File: src/sv/wrpc_pkg.sv
// Package: constants, types and helpers for the weighted residue pair counter.
package wrpc_pkg;

    localparam int MAX_SEQS_DEF  = 64;
    localparam int MAX_WIDTH_DEF = 64;
    localparam int ALPHABET_DEF  = 20;
    localparam int FRAC_BITS_DEF = 16;

    localparam int ENTRY_W  = 48;
    localparam int PAIRS_W  = 40;
    localparam int BLOCKS_W = 32;
    localparam int BPAIRS_W = 17;
    localparam int RES_W    = 5;
    localparam int SLOT_W   = 6;
    localparam int COL_W    = 6;
    localparam int LABEL_W  = 6;
    localparam int SIZE_W   = 7;
    localparam int IDX_W    = 5;

    typedef enum logic [1:0] {
        FUNC_LOAD  = 2'd0,
        FUNC_CLOSE = 2'd1,
        FUNC_READ  = 2'd2,
        FUNC_NONE  = 2'd3
    } func_t;

    localparam logic [1:0] REG_PAIRING_MODE = 2'd0;

    typedef struct packed {
        logic                  valid;
        logic                  is_close;
        logic [BPAIRS_W-1:0]   block_pairs;
        logic                  block_used;
        logic [ENTRY_W-1:0]    entry_value;
        logic [PAIRS_W-1:0]    pairs_total;
        logic [ENTRY_W-1:0]    weight_total;
        logic [BLOCKS_W-1:0]   blocks_total;
    } result_t;

endpackage

File: src/sv/wrpc_weight_div.sv
// Iterative divider: weight = floor(2^FRAC_BITS / (si*sj)), one quotient bit per cycle.
module wrpc_weight_div
    import wrpc_pkg::*;
#(
    parameter int FRAC_BITS = FRAC_BITS_DEF
) (
    input  logic                   aclk,
    input  logic                   aresetn,
    input  logic                   start,
    input  logic [2*SIZE_W-1:0]    divisor,
    output logic                   done,
    output logic [FRAC_BITS:0]     quotient
);
    localparam int QW = FRAC_BITS + 1;
    localparam int RW = 2*SIZE_W + 1;
    localparam int CW = $clog2(QW + 1);

    logic [QW-1:0]       num_reg, num_next;
    logic [RW-1:0]       rem_reg, rem_next;
    logic [2*SIZE_W-1:0] den_reg, den_next;
    logic [CW-1:0]       cnt_reg, cnt_next;
    logic                busy_reg, busy_next;
    logic                done_reg, done_next;
    logic [RW-1:0]       trial;

    always_comb begin
        num_next  = num_reg;
        rem_next  = rem_reg;
        den_next  = den_reg;
        cnt_next  = cnt_reg;
        busy_next = busy_reg;
        done_next = 1'b0;
        trial     = {rem_reg[RW-2:0], num_reg[QW-1]};
        if (start) begin
            num_next  = {1'b1, {FRAC_BITS{1'b0}}};
            rem_next  = '0;
            den_next  = (divisor == '0) ? {{(2*SIZE_W-1){1'b0}}, 1'b1} : divisor;
            cnt_next  = CW'(QW);
            busy_next = 1'b1;
        end else if (busy_reg) begin
            if (trial >= {1'b0, den_reg}) begin
                rem_next = trial - {1'b0, den_reg};
                num_next = {num_reg[QW-2:0], 1'b1};
            end else begin
                rem_next = trial;
                num_next = {num_reg[QW-2:0], 1'b0};
            end
            cnt_next = cnt_reg - 1'b1;
            if (cnt_reg == CW'(1)) begin
                busy_next = 1'b0;
                done_next = 1'b1;
            end
        end
    end

    always_ff @(posedge aclk) begin
        num_reg <= num_next;
        rem_reg <= rem_next;
        den_reg <= den_next;
        cnt_reg <= cnt_next;
        if (!aresetn) begin
            busy_reg <= 1'b0;
            done_reg <= 1'b0;
        end else begin
            busy_reg <= busy_next;
            done_reg <= done_next;
        end
    end

    assign done     = done_reg;
    assign quotient = num_reg;
endmodule

File: config.mk
export PLATFORM = sky130hd
export DESIGN_NAME = wrpc_weight_div
export DESIGN_NICKNAME = d
export VERILOG_FILES = /design/src/sv/wrpc_pkg.sv /design/src/sv/wrpc_weight_div.sv
export SDC_FILE = /design/constraint.sdc
export NUM_CORES = 1
export LEC_CHECK = 0
export BUFFER_PORTS_ARGS = -buffer_cell sky130_fd_sc_hd__buf_2
export CAP_MARGIN = 25
export CORE_ASPECT_RATIO = 0.5
export CORE_MARGIN = 2
export CORE_UTILIZATION = 52
export DETAILED_ROUTE_END_ITERATION = 10
export PLACE_DENSITY = 0.8
export SETUP_SLACK_MARGIN = 0.05
export SLEW_MARGIN = 5
export SYNTH_ARGS = -nofsm -noshare
export SYNTH_HDL_FRONTEND = slang
export SYNTH_SLANG_ARGS = --single-unit
File: constraint.sdc
create_clock -name aclk -period 2.3 [get_ports aclk]
set_input_delay 0.345 -clock aclk [delete_from_list [all_inputs] [get_ports aclk]]
set_output_delay 0.345 -clock aclk [all_outputs]
set_load 0.02 [all_outputs]
==> impl_metrics.py <==
metrics = {
    "min_path": {
        "whs_endpoint": "den_reg[8]",
        "whs_path_depth": 1,
        "hold_path_class": "in2reg",
        "hp-start": "divisor[8]",
    },
    "die": {
        "ioPinCount": 35,
        "die_y_um": 56.6,
        "core_area_um2": 5420,
        "die_w_um": 109,
        "floorplan.initialDensity_pct": 53.1,
        "fp-row-count": 19,
        "die_area_um2": 6190,
    },
    "cells_and_area": {
        "syn_to_final_growth_pct": 28.6,
        "stdcell_count": 441,
        "diodes": 0,
        "fin_nets": 402,
        "final_layout_size_suffix_gt1_share_pct": 34.8,
        "design_area_um2": 3700,
        "fillerInstances": 385,
        "final_common_cell": "buf_4",
        "final_cell_mix": "buf_4 (38), dfxtp_1 (36), nor2_1 (34), buf_2 (34), nand2_1 (28)",
        "largest_reg_flops": 17,
    },
    "clocking": {
        "cts_made_buffers": 5,
        "cts_hold_buf": 0,
        "htreeDepth": 2,
        "cts_tree": "built",
        "root_buffer": "clkbuf_8",
        "clk-insertion-delay-late_ns": 0.32,
        "clock_sinks": 52,
        "clk_pin_slew_worst_paths_ns": 0.10,
        "clock_path_buffers": 2,
    },
    "power": {
        "fin_total_pwr_mw": 2.44,
        "power_density_nw_per_um2": 660,
        "ir_worst_vdd_v": 0.000346,
        "leakagePower_nw": 1.62,
    },
    "sta": {
        "max_clock_freq_ghz": 0.426,
        "setup_viol": 4,
        "finalClockSkew_ns": 0.00601,
        "slew_headroom_pct": 53.9,
        "hold_viol": 0,
        "worst_pin_slew_ns": 0.683,
        "maxSlewViolCount": 0,
        "rsz0062_at_grt": "yes",
        "timing.final.crit_share_pct": 102,
        "finalCriticalPeriod_ns": 2.35,
        "setup_ws_ns": -0.0456,
    },
    "grt": {
        "antenna_found_initial": 0,
        "grt_use_total_pct": 23.2,
        "grt_pass1_wl_um": 11100,
        "grt_pass1_vias": 2354,
        "overflow": 0,
        "grt_max_degree": 26,
    },
    "placed_design": {
        "dp.cells": 419,
        "io_buffer_count": 34,
        "post-place-ws_ns": -0.0855,
        "gp_congestion": 0.933,
        "placed_area_um2": 3220,
        "dp_hpwl_um": 4860,
    },
    "route": {
        "num_vias": 2710,
        "firstDrtPassIters": 4,
        "drc": 0,
        "ant_nets": 0,
        "wl_um": 8250,
        "viasPerCell": 6.15,
        "wl_per_cell_um": 18.7,
        "initialDrtViolationCount": 290,
    },
    "worst_setup_path": {
        "arrival_ns": 2.56,
        "worstReg2RegStart": "den_reg[1]",
        "required_ns": 2.51,
        "reg2reg_depth": 10,
        "crit_path_end_kind": "flop",
        "path_max_fanout": 5,
        "r2r_end": "rem_reg[1]",
        "crit_type": "reg2reg",
        "reg2reg_slack_ns": -0.05,
        "start_kind": "flop",
    },
    "logic_synthesis": {
        "synth_compound_area_share_pct": 16.8,
        "ys.flop_type": "dfxtp_1",
        "synth.net_count": 348,
        "synthSimpleGateAreaFrac_pct": 17.9,
        "synthAdderAreaFrac_pct": 8.08,
        "syn_avg_cell_area_um2": 9.20,
        "syn-cell-area_um2": 2880,
        "synth_seq_cells": 52,
        "synthArstFlopShare_pct": 0,
        "ys_seq_area_share_pct": 41.0,
        "synth_top_family_by_area": "simple AND/OR/NAND/NOR gates",
        "synthMuxAreaShare_pct": 5.95,
        "yosysTopAreaCell": "dfxtp_1",
        "syn_inst": 313,
        "ys_top_cells_by_area": "dfxtp_1 (26%), edfxtp_1 (15%), ha_1 (7.4%), mux2i_1 (5.6%), nor2_1 (4.4%)",
        "synth-edff-count": 14,
        "ys_warn_count": 0,
        "ys_types": 57,
        "synthXorXnorAreaFrac_pct": 3.34,
        "yosysTopAreaCellShare_pct": 26.4,
    },
    "run_status": {
        "violations": "setup timing",
        "status": "finished with violations",
    },
    "flow_run": {
        "max-cap-violations": 0,
    },
}
==> synth_stat cells, types with 2 or more instances <==
master / instances
a311oi_1: 7
o21ai_0: 5
o311ai_0: 5
a21oi_1: 13
o211ai_1: 3
or2_2: 2
a211oi_1: 4
buf_4: 2
nor3_1: 3
nor2b_1: 2
clkbuf_1: 20
nand3_1: 6
xor2_1: 4
nand2b_1: 5
nand4b_1: 2
buf_2: 2
inv_1: 20
xnor2_1: 7
nor2_1: 34
dfxtp_1: 38
mux2i_1: 16
a211o_1: 2
nor4_1: 5
nand3b_1: 5
nand2_1: 29
a31oi_1: 2
edfxtp_1: 14
ha_1: 17
and3_1: 2
nand4_1: 5
buf_1: 3
a21o_1: 4
==> metrics by stage <==
step | hold slack (ns) | setup TNS (ns) | util, %
6_report | 0.208 | -0.0767 | 68.3
5_1_grt | 0.203 | -0.254 | 68.3
4_1_cts | 0.211 | 0 | 62.6
3_5_place_dp | 0.482 | -0.388 | 59.5
3_3_place_gp | 0.478 | -0.00335 | 59.5
2_1_floorplan | 0.457 | 0 | -
==> how the worst max path moves through the flow <==
stage                       startpoint           to  slack, ns
after detailed placement   den_reg[12]   rem_reg[0]      -0.09
after global placement     den_reg[12]   rem_reg[5]     -0.003
after CTS                  den_reg[12]  rem_reg[13]       0.05
final                       den_reg[1]   rem_reg[1]      -0.05
after floorplan           quotient[16]  rem_reg[10]       0.05
after global routing        den_reg[1]   rem_reg[1]      -0.12
==> final cells by class <==
cell class / count / area, µm² / area share [%]
flip-flops and latches: 52 / 1180 / 32.0
repair buffers: 73 / 467 / 12.6
clock inverters: 3 / 25.0 / 0.676
multi-input cells: 214 / 1790 / 48.3
clock buffers: 5 / 68.8 / 1.86
well taps: 73 / 91.3 / 2.47
inverters: 21 / 78.8 / 2.13
==> worst max-delay path: stages, from the launching register on <==
cell and delay (ns):
edfxtp_1 0.34, inv_1 0.09, ha_4 0.28, nand2b_1 0.11, a21oi_4 0.23, o21ai_4 0.09, buf_4 0.15, o311ai_4 0.34
buf_4 0.17, nand2_1 0.07, a311oi_1 0.35
==> report_power, final <==
group	internal (mW)	switching [mW]
Clock	0.223	0.339
Combinational	0.382	0.444
Sequential	0.996	0.0594
==> what timing repair did <==
action                                  CTS  global route
buffers inserted                          6             6
endpoints found under the setup margin   12            14
pin swaps                                 3            14
gates resized for setup                   8            39
cloned                                    0             2
==> routing by layer <==
metal  share of wire, %  GRT usage (%)  vias up
met3                9.0           4.65       42
met1                 41           33.0     1262
met2                 45           35.4      186
li1                   -              -     1220
met4                5.0           7.41        0
met5                  0              0        -
==> cells by family (layout without fill, tap and decap cells) <==
| family | Yosys count | after routing |
|---|---|---|
| AO/OA/AOI/OAI | 60 | 62 |
| adder cells (fa/ha/maj) | 18 | 18 |
| multiplexers | 17 | 17 |
| AND/OR/NAND/NOR | 106 | 106 |
| buffers and inverters | 49 | 102 |
| flip-flops | 52 | 52 |
| XOR/XNOR | 11 | 11 |
Note: power is estimated with default switching activity, not from simulation.
